==> src/rtl/core/fcl_pkg.sv <==
// Shared types for the full linear convolution block.
// Holds the action codes, the control state encoding and the cell control struct.
// No dependencies.
package fcl_pkg;

    localparam int CONV_BITS = 38;

    typedef enum logic [1:0] {
        ACT_LOAD   = 2'd0,
        ACT_SAMPLE = 2'd1,
        ACT_FLUSH  = 2'd2,
        ACT_NONE   = 2'd3
    } action_t;

    typedef enum logic [4:0] {
        ST_IDLE    = 5'b00001,
        ST_SETTLE  = 5'b00010,
        ST_LAUNCH  = 5'b00100,
        ST_WAIT    = 5'b01000,
        ST_DELIVER = 5'b10000
    } state_t;

    // control broadcast to every tap cell
    typedef struct packed {
        logic shift;
        logic clear;
        logic wr_en;
    } cell_ctrl_t;

endpackage

==> src/rtl/core/fcl_cell.sv <==
// One tap cell: coefficient, delay stage, product register and partial-sum stage.
// Depends on fcl_pkg.
module fcl_cell #(
    parameter int IDX         = 0,
    parameter int SAMPLE_BITS = 16,
    parameter int IDX_W       = 5,
    parameter int CNT_W       = 6
) (
    input  logic                              clk,
    input  logic                              rst_n,
    input  fcl_pkg::cell_ctrl_t               ctrl,
    input  logic [IDX_W-1:0]                  wr_idx,
    input  logic signed [SAMPLE_BITS-1:0]     wr_data,
    input  logic [CNT_W-1:0]                  kernel_count,
    input  logic signed [SAMPLE_BITS-1:0]     d_in,
    output logic signed [SAMPLE_BITS-1:0]     d_out,
    input  logic                              sum_vld_in,
    input  logic [fcl_pkg::CONV_BITS-1:0]     sum_in,
    output logic                              sum_vld_out,
    output logic [fcl_pkg::CONV_BITS-1:0]     sum_out
);
    import fcl_pkg::*;

    localparam int PROD_W = 2 * SAMPLE_BITS;

    logic signed [SAMPLE_BITS-1:0] tap_reg, tap_next;
    logic signed [SAMPLE_BITS-1:0] delay_reg, delay_next;
    logic signed [PROD_W-1:0]      prod_reg, prod_next;
    logic [CONV_BITS-1:0]          sum_reg, sum_next;
    logic                          vld_reg;
    logic [CONV_BITS-1:0]          prod_ext;
    logic                          active;

    generate
        if (PROD_W >= CONV_BITS) begin : g_trunc
            assign prod_ext = prod_reg[CONV_BITS-1:0];
        end
        else begin : g_sext
            assign prod_ext = {{(CONV_BITS-PROD_W){prod_reg[PROD_W-1]}}, prod_reg};
        end
    endgenerate

    assign active = kernel_count > CNT_W'(IDX);

    always_comb
    begin
        tap_next = tap_reg;
        if (ctrl.wr_en && wr_idx == IDX_W'(IDX))
        begin
            tap_next = wr_data;
        end
        delay_next = delay_reg;
        if (ctrl.clear)
        begin
            delay_next = '0;
        end
        else if (ctrl.shift)
        begin
            delay_next = d_in;
        end
        prod_next = tap_reg * delay_reg;
        sum_next  = sum_reg;
        if (sum_vld_in)
        begin
            sum_next = sum_in + (active ? prod_ext : '0);
        end
    end

    // coefficient, product and sum are payload only
    always_ff @(posedge clk)
    begin
        tap_reg  <= tap_next;
        prod_reg <= prod_next;
        sum_reg  <= sum_next;
    end

    always_ff @(posedge clk or negedge rst_n)
    begin
        if (!rst_n)
        begin
            delay_reg <= '0;
            vld_reg   <= 1'b0;
        end
        else
        begin
            delay_reg <= delay_next;
            vld_reg   <= sum_vld_in;
        end
    end

    assign d_out       = delay_reg;
    assign sum_vld_out = vld_reg;
    assign sum_out     = sum_reg;

endmodule

==> config.mk <==
export PLATFORM = sky130hd
export DESIGN_NAME = fcl_cell
export DESIGN_NICKNAME = d
export VERILOG_FILES = /design/src/rtl/core/fcl_pkg.sv /design/src/rtl/core/fcl_cell.sv
export SDC_FILE = /design/constraint.sdc
export NUM_CORES = 1
export LEC_CHECK = 0
export CORE_ASPECT_RATIO = 1.4
export CORE_MARGIN = 5
export CORE_UTILIZATION = 30
export CTS_CLUSTER_SIZE = 24
export DETAILED_ROUTE_END_ITERATION = 12
export DONT_BUFFER_PORTS = 1
export PLACE_DENSITY = 0.44
export SLEW_MARGIN = 5
export SYNTH_ARGS = -nofsm -noshare
export SYNTH_HDL_FRONTEND = slang
export SYNTH_SLANG_ARGS = --single-unit
==> constraint.sdc <==
create_clock -name clk -period 6.5 [get_ports clk]
set_input_delay 0.65 -clock clk [delete_from_list [all_inputs] [get_ports clk]]
set_output_delay 0.65 -clock clk [all_outputs]
set_load 0.01 [all_outputs]
==> results of run 1 <==
-- per-layer routing --
metal,vias to the layer above,global-route usage,share of wire
li1,4721,-,-
met2,148,0.296,0.56
met1,5071,0.172,0.39
met4,0,0.0414,0.020
met3,33,0.0214,0.026
met5,-,0,0
-- worst max-delay path: stages, from the launching register on --
cell and delay [ps]:
edfxtp_1 530, buf_4 220, and2_1 160, fa_1 480, inv_1 50, fa_1 450, fa_1 520, inv_1 60
fa_1 480, fa_1 490, inv_1 50, fa_1 470, inv_1 40, ha_1 290, and3_1 230, a221o_1 330
a21oi_1 140, o21ai_1 120, o311ai_2 290, o21ai_1 150, a211o_1 280, a21oi_1 180, xnor2_1 130
-- stage by stage --
step | std cells | power, mW
2_1_floorplan | 1493 | 3.57
3_3_place_gp | 2146 | 4.48
3_5_place_dp | 2146 | 4.51
4_1_cts | 2163 | 5.09
5_1_grt | 2170 | 5.54
6_report | 2170 | 4.99
-- logic make-up after synthesis --
group	synth area share
AND/OR/NAND/NOR	0.145
buffers and inverters	0.0838
multiplexers	0.0109
flip-flops	0.182
adder cells (fa/ha/maj)	0.458
AO/OA/AOI/OAI	0.0770
XOR/XNOR	0.0428
-- timing repair --
item / 4_1_cts / 5_1_grt
endpoints found under the hold margin: 17 / 0
resized for setup: 0 / 6
endpoints found under the setup margin: 0 / 4
hold buffers: 1 / 0
buffers inserted: 0 / 7
-- cell type report --
type,instances,area (µm²)
fill,5046,32700
clock buffer,9,225
inverter,285,1070
tap,637,797
sequential,103,2690
multi-input combinational,1061,10800
timing repair buffer,68,538
clock inverter,7,53.8
-- worst paths after layout --
| path | start | depth (start not counted) | end |
|---|---|---|---|
| worst min-delay path | sum_vld_in | 0 | sum_vld_out |
| worst min register to register | prod_reg[0] | 2 | sum_out[0] |
| worst max register to register | tap_reg[11] | 22 | prod_reg[30] |
| min in group asynchronous | rst_n | 1 | d_out[11] |
| worst max-delay path | tap_reg[11] | 22 | prod_reg[30] |
| max in group asynchronous | rst_n | 1 | d_out[3] |
-- cells in the final DEF (no fill, tap or decap), types with 8 or more instances in the layout --
cell type and instances:
a21o_1 37, a21oi_1 54, and2_1 158, and3_1 9
buf_4 65, clkbuf_16 9, dfrtp_1 13, dfxtp_1 32
edfxtp_1 54, fa_1 263, ha_1 119, inv_1 285
mux2i_1 16, nand2_1 143, nand2b_1 10, nand4_1 12
nor2_1 51, nor2b_1 8, nor3_1 9, o21a_1 14
o21ai_0 19, xnor2_1 54, xor2_1 18
-- power by group through the flow --
stage,Sequential (mW),Combinational (mW),Clock (mW)
floorplan,1.12,2.45,0
global placement,1.16,3.32,0
detailed placement,1.16,3.35,0
CTS,1.14,3.37,0.576
global route,1.16,3.79,0.590
finish,1.14,3.31,0.541
==> reports/qor.yml, run 1 <==
status: "complete, no violations"
synth-edff-count: 54
clkSinkCount: 103
ant_nets: 0
synthTopCellsByCount: "285 x inv_1, 263 x fa_1, 158 x and2_1, 143 x nand2_1, 119 x ha_1"
grt_pass1_wl_um: 63100
ios: 142
finalMaxSlewViolations: 0
seqPwrFrac: 0.228
ir_drop_uv: 227
fin_crit_ps: 6210
dieArea_mm2: 0.0537
drt_iter0_drc: 345
finalNetCount: 1997
rrSetupSlack_ps: 290
cts.htree.levels: 3
synthTopCellsByArea: "fa_1 36%, edfxtp_1 11%, ha_1 10%"
n_antenna_cell: 0
syn_area_mm2: 0.0147
syn_inst: 1493
slew-limit-headroom: 0.402
place_ws_ps: 115
synthFlopType: "edfxtp_1"
layout-drive-gt1-share: 0.0633
fin_skew_ps: 15.4
die_x_um: 197
yosys_warnings: 0
ys_seq_area_frac: 0.182
start_util: 0.301
ys_ff_latch: 103
cts_root_buf: "clkbuf_16"
crit_fanout: 8
chipHeight_um: 272
first_pass_iters: 5
postSynth.asyncResetShare: 0.165
fmax_ghz: 0.161
overflow: 0
cts_buffers: 9
grt_pass1_vias: 11171
arrival_ps: 6530
switching_share: 0.448
cts_max_path_buffers: 2
setup_tns_ps: 0
clk_latency_ps: 390
setup_ws_ps: 286
rsz0062_at_grt: "yes"
clockPowerShare: 0.109
maxCapViolCount: 0
timing.hold.ws_ps: 291
endpoint_kind: "flop"
tightestPinTransition_ps: 895
final_util: 0.332
clk_pin_slew_worst_paths_ps: 80
period_share: 0.956
worstPathRequired_ps: 6810
gp_congestion: 0.846
drc: 0
area_growth_syn_to_layout_pct: 9.97
grt_max_degree: 40
synthDistinctLibCells: 52
yosysTopAreaCell: "fa_1"
viasPerCell: 4.60
p_leak_nw: 7.91
routedWlPerCell_um: 18.1
power_density_mw_per_mm2: 308
comb_power_share: 0.664
startpoint_type: "flop"
io_buffer_count: 0
tritoncts: "yes"
synth_top_area_frac: 0.357
min_path_type: "in -> reg"
hold_viol_final: 0
vias: 9973
crit_type: "reg -> reg"
synth_most_common_cell: "inv_1"
avgSynthCellArea_um2: 9.87
dp_hpwl_um: 33900
setup_viol: 0
antenna_found_initial: 0
synth_fp_nets: 1962
std_cell_rows: 96
wirelength_um: 39300
fin_area_mm2: 0.0162
largest_reg_flops: 38
intPower_mw: 2.75
coreArea_mm2: 0.0489
grtUsageTotal: 0.153
p_switching_mw: 2.24
dpl_cell_area_mm2: 0.0159
Power figures use the tool's default switching activity.
==> run 2, diff against run 1 <==
- CORE_UTILIZATION: 30 -> 60
- PLACE_DENSITY: 0.44 -> 0.78
==> run 2 against run 1 <==
  * Clock skew is 2.6 ps lower
  * Utilization is 32 points higher
  * Die area is 48% lower
  * Final area decreased by 2.5%
  * Via count grew 3.0%
  * Non-clock buffer count shrank 1
  * Wire length shrank 15%
  * Combinational power shrank 4%
  * Critical path depth fell by 2
  * Largest power group unchanged
==> reports/qor.yml, run 2 (same netlist as run 1, synthesis figures left out) <==
finalNetCount: 1996  # -0.050%
clk_pin_slew_worst_paths_ps: 80  # about the same
layout_common_cells: "285 x inv_1, 263 x fa_1, 158 x and2_1"
timing.hold.ws_ps: 309  # +18.0 ps
std_cell_rows: 68  # -29%
io_buffer_count: 0  # unchanged
layout-drive-gt1-share: 0.0666  # +0.00331
crit_fanout: 10  # +2
setup_ws_ps: 268  # -18.2 ps
final_util: 0.647  # +0.316
cts_buffers: 9  # unchanged
grt_pass1_vias: 11337  # +1.5%
drt_iter0_drc: 485  # +41%
fin_crit_ps: 6230  # +18.2 ps
min_path_type: "in -> reg"
setup_tns_ps: 0  # unchanged
vias: 10272  # +3.0%
ff2ff_path_depth: 20  # -9.1%
dp_hpwl_um: 28200  # -17%
ant_nets: 0  # unchanged
switching_share: 0.446  # -0.00210
slew-limit-headroom: 0.499  # +0.0969
fill_cells: 1904  # -62%
clkSinkCount: 103  # unchanged
hold_viol_final: 0  # unchanged
clockPowerShare: 0.110  # about the same
layout_commonest_cell: "inv_1"
routedWlPerCell_um: 18.0  # -0.41%
fin_skew_ps: 12.8  # -2.65 ps
die_x_um: 142  # -28%
grtUsageTotal: 0.251  # +0.0980
dpl_cell_area_mm2: 0.0153  # -3.5%
cts.htree.levels: 3  # unchanged
endpoint_kind: "flop"
chipHeight_um: 195  # -28%
seq_area_mm2: 0.00270  # +0.23%
ir_drop_uv: 224  # -1.3%
finalMaxSlewViolations: 0  # unchanged
setup_viol: 0  # unchanged
dp.cells: 1808  # -16%
tightestPinTransition_ps: 749  # -146 ps
intPower_mw: 2.68  # -2.7%
clk_latency_ps: 370  # -20 ps
grt_max_degree: 40  # unchanged
maxCapViolCount: 0  # unchanged
dieArea_mm2: 0.0278  # -48%
multiInputGateArea_mm2: 0.0108  # about the same
fin_area_mm2: 0.0158  # -2.5%
gp_congestion: 0.941  # +11%
crit_type: "reg -> reg"
seqPwrFrac: 0.234  # +0.006
viasPerCell: 5.56  # +21%
antenna_found_initial: 1  # +1
grt_pass1_wl_um: 55200  # -12%
status: "complete, no violations"
rrSetupSlack_ps: 270  # -20 ps
first_pass_iters: 5  # unchanged
largest_reg_flops: 38  # unchanged
drc: 0  # unchanged
cts_root_buf: "clkbuf_16"
cts_max_path_buffers: 2  # unchanged
start_util: 0.604  # +0.302
p_leak_nw: 7.90  # -0.17%
tritoncts: "yes"
power_density_mw_per_mm2: 306  # -0.57%
startpoint_type: "flop"
p_total_mw: 4.83  # -3.1%
final_cells: 1848  # -15%
period_share: 0.959  # +0.00280
overflow: 0  # unchanged
ios: 142  # unchanged
coreArea_mm2: 0.0244  # -50%
arrival_ps: 6520  # about the same
place_ws_ps: 150  # +35.2 ps
comb_power_share: 0.656  # -0.008
worstPathRequired_ps: 6780  # -30 ps
fmax_ghz: 0.160  # -0.29%
p_switching_mw: 2.16  # -3.5%
wirelength_um: 33300  # -15%
worstHoldPathCells: 0  # unchanged
area_growth_syn_to_layout_pct: 7.22
run 2: worst max-delay path: stages (launching register included):
cell and delay, ps:
edfxtp_1 510, buf_4 230, and2_1 160, fa_1 480, fa_1 500, fa_1 510, fa_1 520, fa_1 490
inv_1 50, fa_1 470, inv_1 40, ha_1 320, and3_1 230, a221o_1 330, a21oi_1 130, o21ai_1 140
o311ai_2 370, o21ai_2 120, a211o_1 280, a21oi_2 150, xnor2_1 130
run 2: metal layers:
layer  global-route usage  share of wire  wire length (µm)
met1                0.295           0.38             12800
met2                0.443           0.52             17200
met3               0.0456          0.054              1810
met4                0.111          0.046              1550
met5                    0              0                 0
run 2: area by class of cell:
cell class | count | area share
inverters | 285 | 0.0677
repair buffers | 67 | 0.0321
clock inverters | 7 | 0.00412
clock buffers | 9 | 0.0143
well taps | 315 | 0.0249
multi-input cells | 1061 | 0.686
diodes | 1 | 0.000158
flip-flops and latches | 103 | 0.171
run 2: final timing paths:
path,start,end
worst min register to register,prod_reg[0],sum_out[0]
worst min-delay path,sum_vld_in,sum_vld_out
max in group asynchronous,rst_n,d_out[3]
min in group asynchronous,rst_n,d_out[0]
worst max-delay path,tap_reg[12],prod_reg[30]
worst max register to register,tap_reg[12],prod_reg[30]
run 2: repair_timing:
action | 4_1_cts | 5_1_grt
buffers inserted | 0 | 22
hold endpoints to repair | 17 | 0
hold buffers | 1 | 0
gates resized for setup | 0 | 13
setup endpoints to repair | 0 | 4
run 2: power groups by stage:
stage               clock network, mW  logic, mW  registers, mW
global placement                    0       3.01           1.15
detailed placement                  0       3.12           1.15
CTS                             0.543       3.15           1.14
finish                          0.531       3.17           1.13
global route                    0.572       3.59           1.16
floorplan                           0       2.45           1.12
